--- config.mk ---
export PLATFORM = sky130hd
export DESIGN_NAME = swrs_div
export DESIGN_NICKNAME = d
export VERILOG_FILES = /design/src/rtl/swrs_pkg.sv /design/src/rtl/swrs_div.sv
export SDC_FILE = /design/constraint.sdc
export NUM_CORES = 1
export LEC_CHECK = 0
export BUFFER_PORTS_ARGS = -buffer_cell sky130_fd_sc_hd__buf_2
export CAP_MARGIN = 5
export CORE_MARGIN = 4
export CORE_UTILIZATION = 46
export DETAILED_ROUTE_END_ITERATION = 12
export GPL_ROUTABILITY_DRIVEN = 1
export MAX_ROUTING_LAYER = met4
export PLACE_DENSITY = 0.76
export SLEW_MARGIN = 20
export SYNTH_ARGS = -nofsm -noshare
export SYNTH_HDL_FRONTEND = slang
export SYNTH_SLANG_ARGS = --single-unit
--- constraint.sdc ---
create_clock -name clk -period 3.4 [get_ports clk]
set_clock_uncertainty 0.15 [all_clocks]
set_input_delay 0.51 -clock clk [delete_from_list [all_inputs] [get_ports clk]]
set_output_delay 0.51 -clock clk [all_outputs]
set_load 0.02 [all_outputs]
--- src/rtl/swrs_pkg.sv ---
// Shared types and fixed widths for the sliding window rate statistics block.
// No dependencies; used by the divider and the top level.
`default_nettype none

package swrs_pkg;

	// sample and register field widths
	localparam int RATE_W = 40;
	localparam int LEN_W  = 9;

	// window length after reset
	localparam logic [LEN_W-1:0] LEN_RESET = 9'd256;

	// divider status toward the sequencer
	typedef struct packed {
		logic busy;
		logic done;
	} div_stat_t;

endpackage : swrs_pkg

`default_nettype wire

--- src/rtl/swrs_div.sv ---
// Dual-lane restoring divider, one quotient bit per cycle, shared divisor.
// Depends on swrs_pkg for the status struct.
`default_nettype none

module swrs_div #(
	parameter int NUM_W = 49,
	parameter int DEN_W = 9
) (
	input  wire                     clk,
	input  wire                     arst_n,
	input  wire                     start,
	input  wire  [NUM_W-1:0]        num_a,
	input  wire  [NUM_W-1:0]        num_b,
	input  wire  [DEN_W-1:0]        den,
	output swrs_pkg::div_stat_t     stat,
	output logic [NUM_W-1:0]        quo_a,
	output logic [NUM_W-1:0]        quo_b
);

	localparam int CNT_W = $clog2(NUM_W + 1);

	logic             busy_q;
	logic             done_q;
	logic [CNT_W-1:0] cnt_q;
	logic [DEN_W-1:0] den_q;
	logic [DEN_W-1:0] rem_a_q;
	logic [DEN_W-1:0] rem_b_q;
	logic [NUM_W-1:0] quo_a_q;
	logic [NUM_W-1:0] quo_b_q;

	logic [DEN_W:0] sh_a;
	logic [DEN_W:0] sh_b;
	logic           ge_a;
	logic           ge_b;

	// shift next dividend bit into each partial remainder and trial-subtract
	always_comb begin
		sh_a = {rem_a_q, quo_a_q[NUM_W-1]};
		sh_b = {rem_b_q, quo_b_q[NUM_W-1]};
		ge_a = sh_a >= {1'b0, den_q};
		ge_b = sh_b >= {1'b0, den_q};
	end

	// control
	always_ff @(posedge clk or negedge arst_n) begin
		if (!arst_n) begin
			busy_q <= 1'b0;
			done_q <= 1'b0;
			cnt_q  <= '0;
		end else begin
			done_q <= 1'b0;
			if (start) begin
				busy_q <= 1'b1;
				cnt_q  <= CNT_W'(NUM_W);
			end else if (busy_q) begin
				cnt_q <= cnt_q - 1'b1;
				if (cnt_q == CNT_W'(1)) begin
					busy_q <= 1'b0;
					done_q <= 1'b1;
				end
			end
		end
	end

	// datapath
	always_ff @(posedge clk) begin
		if (start) begin
			den_q   <= den;
			rem_a_q <= '0;
			rem_b_q <= '0;
			quo_a_q <= num_a;
			quo_b_q <= num_b;
		end else if (busy_q) begin
			rem_a_q <= ge_a ? DEN_W'(sh_a - {1'b0, den_q}) : sh_a[DEN_W-1:0];
			rem_b_q <= ge_b ? DEN_W'(sh_b - {1'b0, den_q}) : sh_b[DEN_W-1:0];
			quo_a_q <= {quo_a_q[NUM_W-2:0], ge_a};
			quo_b_q <= {quo_b_q[NUM_W-2:0], ge_b};
		end
	end

	assign stat.busy = busy_q;
	assign stat.done = done_q;
	assign quo_a     = quo_a_q;
	assign quo_b     = quo_b_q;

endmodule : swrs_div

`default_nettype wire

==> summary.txt <==
First DRT Iteration DRCs -> 341
Tmin final -> 3.04 ns
Slew Viols, Final -> 0
drt total wl -> 15600 um
via count -> 4617
1st-pass router iterations -> 5
FP Rows -> 43
largest net degree at the start of global routing -> 140
area of the multi-input gates -> 0.00252 mm^2
max_slew headroom -> 50.6%
Ys Warns -> 0
FF-to-FF setup slack -> 0.36 ns
Fin. Hold Viols -> 0
sequential cell area -> 0.00377 mm^2
crit end category -> register
Clk Latency, worst-skew pair -> 0.42 ns
Root Driver -> clkbuf_16
hold endpoint -> den_q[0]$_DFFE_PP_
gr usage total -> 20.1%
# DRC -> 0
cts bufs inserted -> 17
fin crit share -> 89.4%
Max Freq -> 329 MHz
Core ar. -> 0.0138 mm^2
Die ar. -> 0.0160 mm^2
worst-margin pin slew -> 0.741 ns
slowest CP cell -> a211oi_4
hpwl dp -> 11100 um
critical path type -> register to register
Hold/Removal Path Class -> input port to register
cell area after synthesis -> 0.00648 mm^2
routability congestion estimate -> 0.874
critical hold path startpoint -> den[0]
initial core utilization -> 46.8%
placed cells -> 835
average size of a mapped cell -> 14.0 um^2
RSZ-0062 raised after global routing -> no
H-tree levels -> 4
CP arrival -> 3.20 ns
critical path peak fanout -> 15
I/O pin total -> 210
cell count after synthesis -> 463
Critical Path Most Common Cell -> inv_1
total of max-cap violations -> 0
reg2reg start -> quo_a[48]$_DFFE_PP_
Avg Vias per Cell -> 5.32
# resized after CTS -> 0
Layout Nets -> 807
r2r endpoint -> rem_a_q[1]$_SDFFE_PP0P_
GR Overflow Total -> 0
Worst Setup Start Kind -> register
Max VDD drop -> 0.000387 V
Buffers on Ports -> 209
Die H -> 127 um
cell chain of the critical path -> inv_1 -> ha_1 -> inv_1 -> fa_1 -> a211oi_2 -> o21bai_2 -> a211oi_4 -> mux2i_1 -> a211oi_1
vias in the first global route -> 4842
Slowest Stage Delay on Critical Path -> 0.68 ns
hold slack -> 0.123 ns
Layout area overhead -> 27.6%
run status -> finished clean
initial antenna violation count -> 1
WL per Instance -> 18.0 um
Yosys cell types -> 52
Req. time, crit path -> 3.56 ns
R2R cell count -> 9
share of layout cells above drive strength 1 -> 51.1%
Seq/Total Area, Yosys -> 58.3%
Seq cells post-synth -> 133
Final ANT Viol Nets -> 0
Buf+Inv Stages, Crit Path -> 2
Hold Path Depth -> 1
first-pass GRT wire length -> 24500 um
Worst-path clk slew -> 0.06 ns
Pwr Density -> 633 mW/mm^2
Filler Cell Count -> 1054
CP top delay family -> compound AO/OA/AOI/OAI gates
final setup vio count -> 0
Net Count, Synth -> 595
setup TNS -> 0 ns
Clock Sinks -> 133
Post-Layout Cell Count -> 868
Pleak -> 3.58 nW
Die Wd -> 127 um
CTS tree -> built
clock buffer depth -> 2
worst max-delay path by stage:
| stage | from | to | cells after the start |
|---|---|---|---|
| floorplan | start | quo_a[0]$_DFFE_PP_ | 4 |
| finish | quo_a[48]$_DFFE_PP_ | rem_a_q[1]$_SDFFE_PP0P_ | 9 |
| CTS | quo_a[48]$_DFFE_PP_ | rem_a_q[1]$_SDFFE_PP0P_ | 9 |
| detailed placement | quo_a[48]$_DFFE_PP_ | rem_a_q[1]$_SDFFE_PP0P_ | 9 |
| global route | quo_a[48]$_DFFE_PP_ | rem_a_q[1]$_SDFFE_PP0P_ | 9 |
| global placement | quo_a[48]$_DFFE_PP_ | rem_a_q[6]$_SDFFE_PP0P_ | 9 |
logic make-up (layout without fill, tap and decap cells):
| group | count (synthesis) | in the layout | share of synthesized area, % |
|---|---|---|---|
| XOR/XNOR | 13 | 13 | 1.76 |
| other | 0 | 1 | 0 |
| AO/OA/AOI/OAI | 60 | 60 | 6.84 |
| AND/OR/NAND/NOR | 82 | 82 | 7.01 |
| buffers and inverters | 43 | 267 | 2.78 |
| adder cells (fa/ha/maj) | 22 | 22 | 4.48 |
| multiplexers | 110 | 110 | 18.9 |
| flip-flops | 133 | 133 | 58.3 |
cells in the final DEF, fill, tap and decap left out, types with 5 or more instances in the layout:
cell type  instances
nor3_1             8
mux2i_1           13
nand2b_1           6
nand2_1           11
nand3_1            5
inv_1             20
nor2_1            24
ha_1              20
edfxtp_1         107
or3b_2             5
xor2_1             6
buf_2            208
mux2_2            97
clkbuf_16         17
xnor2_1            7
clkinv_1           5
a211oi_1          13
nand4b_1           5
o21ai_0            8
dfrtp_1            8
o311ai_0           5
dfxtp_1           18
a21o_1             5
a21oi_1           12
synth_stat cells, drive strengths merged:
master | instances | share of area (%)
mux2 | 97 | 17
buf | 7 | 0.70
and4b | 1 | 0.15
xor2 | 6 | 0.81
nand3 | 5 | 0.39
and3 | 2 | 0.19
o31ai | 2 | 0.23
a21oi | 12 | 0.93
nand2 | 12 | 0.73
nand4b | 5 | 0.68
ha | 20 | 3.9
nand2b | 6 | 0.58
or3b | 5 | 0.68
dfrtp | 8 | 3.1
inv | 21 | 1.2
nor3 | 9 | 0.77
a2111oi | 1 | 0.14
o21ai | 8 | 0.62
a31oi | 2 | 0.19
nor4 | 1 | 0.097
or4b | 1 | 0.15
a211o | 1 | 0.14
and2 | 1 | 0.097
o21bai | 2 | 0.29
a21o | 5 | 0.58
xnor2 | 7 | 0.95
nor4b | 1 | 0.14
a211oi | 15 | 2.0
edfxtp | 107 | 50
fa | 2 | 0.62
nor2 | 24 | 1.4
nand4 | 1 | 0.097
o311ai | 5 | 0.68
o211a | 1 | 0.15
nor3b | 1 | 0.12
clkbuf | 15 | 0.87
a31o | 2 | 0.27
nand3b | 4 | 0.46
or2 | 1 | 0.097
nor2b | 2 | 0.19
mux2i | 13 | 2.0
o211ai | 1 | 0.12
a311oi | 3 | 0.50
dfxtp | 18 | 5.6
through the flow:
step                      utilization [%]  total power, mW  cell area [um^2]  setup WS [ns]
after detailed placement             55.9             3.59              7730          0.370
after CTS                            59.8             5.26              8260          0.372
after floorplan                         -             3.19              6480          0.239
final                                59.8             5.23              8260          0.361
after global routing                 59.8             5.50              8260          0.210
after global placement               55.9             3.54              7730          0.569
routing by layer:
layer	global-route usage, %	share of wire (%)
met5	-	0
met4	6.37	1.9
met1	23.3	40
met2	32.9	50
met3	6.99	8.0
sequential cells by signal, indices dropped and copies added, names as in the netlist:
name     flops
busy_q       1
cnt_q        6
den_q        9
done_q       1
quo_a       49
quo_b       49
rem_a_q      9
rem_b_q      9
report_power, final:
| part | switching [mW] | total, mW | internal, mW |
|---|---|---|---|
| registers | 0.151 | 2.16 | 2.01 |
| logic | 0.784 | 1.42 | 0.632 |
| clock network | 0.670 | 1.65 | 0.984 |
timing repair:
action / in CTS / in global routing
hold buffers: 1 / 0
buffers inserted: 0 / 0
endpoints found under the hold margin: 8 / 0
layout make-up:
cell class	instances	area share [%]
inverters	21	0.999
clock inverters	12	1.09
well taps	180	2.73
clock buffers	19	5.24
repair buffers	215	13.7
flip-flops and latches	133	45.7
diodes	1	0.0303
multi-input cells	287	30.5
No activity file was read; power rests on OpenSTA's default activity.
